<file path="config.mk">
export PLATFORM = sky130hd
export DESIGN_NAME = ipv4_subnet_match_table
export DESIGN_NICKNAME = d
export VERILOG_FILES = /design/src/rtl/smt_pkg.sv /design/src/rtl/smt_cell.sv /design/src/rtl/ipv4_subnet_match_table.sv
export SDC_FILE = /design/constraint.sdc
export NUM_CORES = 2
export LEC_CHECK = 0
export BUFFER_PORTS_ARGS = -buffer_cell sky130_fd_sc_hd__buf_4
export CORE_AREA = 2 2 420 422
export DETAILED_ROUTE_END_ITERATION = 12
export DIE_AREA = 0 0 422 424
export GPL_ROUTABILITY_DRIVEN = 0
export SLEW_MARGIN = 10
export SYNTH_ARGS = -nofsm -noshare
export SYNTH_HDL_FRONTEND = slang
export SYNTH_HIERARCHICAL = 1
export SYNTH_SLANG_ARGS = --single-unit
</file>
<file path="constraint.sdc">
create_clock -name clk -period 51.5 [get_ports clk]
set_clock_uncertainty 0.05 [all_clocks]
set_input_delay 7.725 -clock clk [delete_from_list [all_inputs] [get_ports clk]]
set_output_delay 7.725 -clock clk [all_outputs]
set_load 0.05 [all_outputs]
</file>
<file path="src/rtl/smt_pkg.sv">
`timescale 1ns / 1ps
// ============================================================================
// smt_pkg
// Shared types, operation and status codes, and the prefix mask function for
// the IPv4 subnet match table.
// ============================================================================
package smt_pkg;

    // Operation codes of a request.
    localparam logic [1:0] OP_SET    = 2'd0;
    localparam logic [1:0] OP_CLEAR  = 2'd1;
    localparam logic [1:0] OP_LOOKUP = 2'd2;

    // Status codes of a result.
    localparam logic [1:0] ST_MATCH      = 2'd0;
    localparam logic [1:0] ST_NOMATCH    = 2'd1;
    localparam logic [1:0] ST_WRITTEN    = 2'd2;
    localparam logic [1:0] ST_UNATTACHED = 2'd3;

    // Field widths fixed by the interface.
    localparam int ADDR_W   = 32;
    localparam int IDX_W    = 4;
    localparam int PREFIX_W = 6;
    localparam int COUNT_W  = 5;

    // A request as it travels down the row of cells.
    typedef struct packed {
        logic [1:0]        op;
        logic [IDX_W-1:0]  idx;
        logic [ADDR_W-1:0] addr;
        logic [ADDR_W-1:0] mask;
        logic [1:0]        status;
        logic [IDX_W-1:0]  hit;
    } tok_t;

    // Netmask for a prefix length; zero matches everything, above 32 acts as 32.
    function automatic logic [ADDR_W-1:0] prefix_mask(input logic [PREFIX_W-1:0] p);
        logic [PREFIX_W-1:0] q;
        begin
            q = (p > 6'd32) ? 6'd32 : p;
            if (q == '0)
            begin
                prefix_mask = '0;
            end
            else
            begin
                prefix_mask = {ADDR_W{1'b1}} << (6'd32 - q);
            end
        end
    endfunction

endpackage

</file>
<file path="src/rtl/smt_cell.sv">
`timescale 1ns / 1ps
// ============================================================================
// smt_cell
// One table entry. Holds the entry's address, netmask and configured flag,
// applies a set or clear aimed at it, checks a passing lookup, and hands the
// request to the next cell.
// ============================================================================
module smt_cell #(
    parameter int CELL_ID = 0,
    parameter int LIVE_W  = 5
) (
    input  logic                clk,
    input  logic                rst_n,
    input  logic                advance,
    input  logic [LIVE_W-1:0]   live,
    input  logic                in_vld,
    input  smt_pkg::tok_t       in_tok,
    output logic                out_vld,
    output smt_pkg::tok_t       out_tok
);
    import smt_pkg::*;

    logic              vld_reg;
    tok_t              tok_reg;
    tok_t              tok_next;
    logic              configured_reg;
    logic              configured_next;
    logic [ADDR_W-1:0] addr_reg;
    logic [ADDR_W-1:0] mask_reg;
    logic              in_range;
    logic              idx_sel;
    logic              hit_here;
    logic              wr_here;

    // This cell takes part only while its index is below the attached count.
    assign in_range = live > LIVE_W'(CELL_ID);
    assign idx_sel  = {{(LIVE_W-IDX_W){1'b0}}, in_tok.idx} == LIVE_W'(CELL_ID);

    // First-hit check: an earlier cell that matched has already set the status.
    assign hit_here = in_vld && (in_tok.op == OP_LOOKUP) && (in_tok.status == ST_NOMATCH)
                      && in_range && configured_reg
                      && ((in_tok.addr & mask_reg) == (addr_reg & mask_reg));

    // The entry stage has already screened the index against the attached count.
    assign wr_here = in_vld && ((in_tok.op == OP_SET) || (in_tok.op == OP_CLEAR))
                     && (in_tok.status == ST_WRITTEN) && idx_sel;

    // Update the travelling request.
    always_comb
    begin
        tok_next = in_tok;
        if (hit_here)
        begin
            tok_next.status = ST_MATCH;
            tok_next.hit    = IDX_W'(CELL_ID);
        end
    end

    always_comb
    begin
        configured_next = configured_reg;
        if (wr_here)
        begin
            configured_next = (in_tok.op == OP_SET);
        end
    end

    // Control state: stage valid and the configured flag.
    always_ff @(posedge clk or negedge rst_n)
    begin
        if (!rst_n)
        begin
            vld_reg        <= 1'b0;
            configured_reg <= 1'b0;
        end
        else if (advance)
        begin
            vld_reg        <= in_vld;
            configured_reg <= configured_next;
        end
    end

    // Payload: the forwarded request and the entry's address and mask.
    always_ff @(posedge clk)
    begin
        if (advance)
        begin
            tok_reg <= tok_next;
            if (wr_here && (in_tok.op == OP_SET))
            begin
                addr_reg <= in_tok.addr;
                mask_reg <= in_tok.mask;
            end
        end
    end

    assign out_vld = vld_reg;
    assign out_tok = tok_reg;

endmodule

</file>
<file path="src/rtl/ipv4_subnet_match_table.sv">
`timescale 1ns / 1ps
// ============================================================================
// ipv4_subnet_match_table
// Interface table with first-hit IPv4 subnet lookup over a row of entry cells.
// ============================================================================
// Each request (set, clear or lookup) walks a row of ENTRIES cells, and its
// result is registered after the last cell. The row is fully pipelined, so a
// new request is accepted every cycle while the result register is free or
// being drained; when results are not taken, the whole row holds. A lookup
// reports the lowest attached, configured entry whose subnet contains the
// query address; set and clear to an index at or above the attached count
// answer "not attached" and change nothing. The attached count is to be
// written through the configuration port while no request is in flight; the
// block itself does not enforce this.
module ipv4_subnet_match_table #(
    parameter int ENTRIES = 16
) (
    input  logic                           clk,
    input  logic                           rst_n,
    // Configuration write.
    input  logic                           cfg_valid,
    output logic                           cfg_ready,
    input  logic [smt_pkg::COUNT_W-1:0]    cfg_data,
    // Request channel.
    input  logic                           in_valid,
    output logic                           in_ready,
    input  logic [1:0]                     op,
    input  logic [smt_pkg::IDX_W-1:0]      entry_index,
    input  logic [smt_pkg::ADDR_W-1:0]     ip_addr,
    input  logic [smt_pkg::PREFIX_W-1:0]   prefix_len,
    // Result channel.
    output logic                           out_valid,
    input  logic                           out_ready,
    output logic [1:0]                     status,
    output logic [smt_pkg::IDX_W-1:0]      match_index
);
    import smt_pkg::*;

    localparam int LIVE_W = ($clog2(ENTRIES + 1) > COUNT_W) ? $clog2(ENTRIES + 1) : COUNT_W;

    logic [COUNT_W-1:0] count_reg;
    logic [LIVE_W-1:0]  count_ext;
    logic [LIVE_W-1:0]  live;
    logic               advance;
    logic               attached;
    tok_t               entry_tok;
    logic               chain_vld [0:ENTRIES];
    tok_t               chain_tok [0:ENTRIES];
    logic               out_vld_reg;
    logic [1:0]         status_reg;
    logic [IDX_W-1:0]   match_index_reg;

    // Attached-count register; always ready.
    assign cfg_ready = 1'b1;

    always_ff @(posedge clk or negedge rst_n)
    begin
        if (!rst_n)
        begin
            count_reg <= '0;
        end
        else if (cfg_valid)
        begin
            count_reg <= cfg_data;
        end
    end

    // Effective count, clamped to the table size.
    assign count_ext = LIVE_W'(count_reg);
    assign live      = (count_ext > LIVE_W'(ENTRIES)) ? LIVE_W'(ENTRIES) : count_ext;

    // The row moves whenever the result register can take a new value.
    assign advance  = !out_vld_reg || out_ready;
    assign in_ready = advance;

    // Entry stage: screen the write index and build the netmask.
    assign attached = {{(LIVE_W-IDX_W){1'b0}}, entry_index} < live;

    always_comb
    begin
        entry_tok.op   = op;
        entry_tok.idx  = entry_index;
        entry_tok.addr = ip_addr;
        entry_tok.mask = prefix_mask(prefix_len);
        entry_tok.hit  = '0;
        if ((op == OP_SET) || (op == OP_CLEAR))
        begin
            entry_tok.status = attached ? ST_WRITTEN : ST_UNATTACHED;
        end
        else
        begin
            entry_tok.status = ST_NOMATCH;
        end
    end

    assign chain_vld[0] = in_valid;
    assign chain_tok[0] = entry_tok;

    // Row of entry cells.
    for (genvar g = 0; g < ENTRIES; g++)
    begin : g_cell
        smt_cell #(
            .CELL_ID (g),
            .LIVE_W  (LIVE_W)
        ) u_cell (
            .clk     (clk),
            .rst_n   (rst_n),
            .advance (advance),
            .live    (live),
            .in_vld  (chain_vld[g]),
            .in_tok  (chain_tok[g]),
            .out_vld (chain_vld[g+1]),
            .out_tok (chain_tok[g+1])
        );
    end

    // Result register.
    always_ff @(posedge clk or negedge rst_n)
    begin
        if (!rst_n)
        begin
            out_vld_reg <= 1'b0;
        end
        else if (advance)
        begin
            out_vld_reg <= chain_vld[ENTRIES];
        end
    end

    always_ff @(posedge clk)
    begin
        if (advance)
        begin
            status_reg      <= chain_tok[ENTRIES].status;
            match_index_reg <= chain_tok[ENTRIES].hit;
        end
    end

    assign out_valid   = out_vld_reg;
    assign status      = status_reg;
    assign match_index = match_index_reg;

endmodule

</file>
==> results.tsv <==
stage	metric	value	unit
floorplanning	core	175000	sq um
flow_run	drv_cap	0	
placed_design	dpl_cell_area	79700	sq um
placed_design	port_buffers	61	
floorplanning	row_count	154	
cts	cts_sinks	2214	
drt	avgRoutedWirePerCell	20.5	microns
drt	drcViolationCount	0	
floorplanning	chipWidth	422	microns
cts	ctsHoldBuffers	0	
worst_setup_path	critical-path-top-delay-family	buffers and inverters	
sta	fin_crit_sh	31.6	%
power	ir_drop	0.0000428	V
cts	cts.htree.levels	4	
logic_synthesis	syn_inst	3441	
floorplanning	fp.dieH	424	microns
worst_setup_path	crit_fanout	18	
global_route	gr-total-overflow	0	
global_route	grt_pass1_wl	192	mm
cts	ctsResizeCount	0	
worst_setup_path	crit_required	43.72	ns
layout	drive_above_1_share	11.1	%
sta	min_period	16.28	ns
layout	syn_to_final_growth	13.1	%
power	powerDensity	56.5	nW/um^2
worst_hold_path	hp-class	register to register	
global_route	first_global_vias	30700	
sta	hold_violations	0	
sta	slew_headroom	22.2	%
worst_setup_path	crit_buf_inv	2	
floorplanning	initial_core_util	43.4	%
drt	vias	29900	
floorplanning	ioPinCount	63	
drt	ant_nets	0	
logic_synthesis	syn-cell-area	75900	sq um
cts	cts_root_buffer	clkbuf_16	
drt	wl	127	mm
logic_synthesis	ys.warnings.count	6	
worst_setup_path	critPathCaptureType	output pin	
worst_setup_path	slowest_delay	0.33	ns
global_route	grt_max_degree	174	
worst_setup_path	slowest_stage	nand2b_4	
cts	numCtsBuffers	203	
layout	finalNetCount	3786	
cts	clk_pin_slew	0.06	ns
cts	clk_latency	0.80	ns
placed_design	hpwl	89.1	mm
worst_setup_path	crit_type	input port to output pin	
sta	tightest_slew	1.17	ns
power	p_leak	28.9	nW
drt	dr.pass1.iters	5	
sta	hold_slack	0.363	ns
drt	drt_iter0_drc	2190	
outcome	status	completed	
global_route	grt_use_total	14.4	%
worst_setup_path	crit_chain	buf_4, nand2b_4, buf_4	
global_route	antenna_found_initial	1	
floorplanning	die_area	179000	sq um
layout	final_area	85900	sq um
layout	largest_register_ffs	1146	
sta	fmax	61.4	MHz
cts	postCtsSetupBuffers	0	
sta	finalSetupViolCount	0	
worst_setup_path	crit_top_cell	buf_4	
cts	cts_buffer_depth	3	
worst_setup_path	startpoint_type	input port	
worst_setup_path	cp_data_arrival_time	8.50	ns
sta	grt_setup_unrepaired	false	
layout	fill_cells	14100	
cts	cts_tree	yes	
sta	finalSetupTns	0	ns
logic_synthesis	avgSynthCellArea	22.1	sq um
sta	slew_violations	0	
layout	antenna_cells	0	
drt	vias_per_cell	4.80	
-- metrics by stage --
| step | power, mW | util [%] | worst slack, ns | std cells |
|---|---|---|---|---|
| after floorplan | 3.52 | - | 5.31 | 3444 |
| after global placement | 3.48 | 45.5 | 35.24 | 5859 |
| after detailed placement | 3.51 | 45.5 | 35.24 | 5859 |
| after CTS | 4.92 | 49.1 | 35.24 | 6230 |
| after global routing | 5.07 | 49.1 | 35.21 | 6230 |
| final | 4.85 | 49.1 | 35.22 | 6230 |
-- power by group --
part	internal [mW]	leakage (nW)	switching, mW
clock network	0.799	3.05	0.612
logic	0.149	4.47	0.251
registers	2.69	21.4	0.347
total	3.64	28.9	1.21
-- worst paths after layout --
kind	from	endpoint	slack (ns)	depth (start not counted)
worst max-delay path	out_ready	in_ready	35.22	3
worst min-delay path	g_cell[14].u_cell/out_tok[34]$_DFFE_PP_	g_cell[15].u_cell/mask_reg[28]$_DFFE_PP_	0.36	0
worst max register to register	out_valid$_DFFE_PN0P_	g_cell[1].u_cell/out_tok[40]$_DFFE_PP_	46.75	5
min in group asynchronous	rst_n	out_valid$_DFFE_PN0P_	6.86	1
max in group asynchronous	rst_n	g_cell[3].u_cell/configured_reg$_DFFE_PN0P_	44.06	1
worst min register to register	g_cell[14].u_cell/out_tok[34]$_DFFE_PP_	g_cell[15].u_cell/mask_reg[28]$_DFFE_PP_	0.36	0
-- layer usage --
layer | up-vias | track usage [%] | share of wire [%]
met4 | 0 | 5.32 | 3.2
li1 | 14300 | - | -
met3 | 209 | 2.69 | 3.6
met5 | - | 0 | 0
met1 | 14900 | 16.2 | 38
met2 | 495 | 26.9 | 55
-- cell type report --
class | count | area (sq um) | share of cell area (%)
clock buffers | 274 | 5570 | 6.48
repair buffers | 97 | 741 | 0.862
inverters | 26 | 97.6 | 0.114
clock inverters | 97 | 702 | 0.817
flip-flops and latches | 2214 | 66300 | 77.1
well taps | 2340 | 2930 | 3.41
multi-input cells | 1182 | 9600 | 11.2
-- cell usage in the layout (no fill, tap or decap), types with 19 or more instances in the layout --
master / n
nand4_1: 52
a21boi_0: 39
nor2_1: 26
inv_1: 25
nand4b_1: 20
dfrtp_1: 38
a21o_1: 31
a22o_1: 39
a221oi_1: 35
a22oi_1: 155
clkbuf_16: 212
clkinv_1: 53
nor3_1: 19
buf_4: 96
nand2_1: 33
edfxtp_1: 2176
clkbuf_1: 59
xor2_1: 512
clkinv_2: 25
No activity file was read; power rests on OpenSTA's default activity.
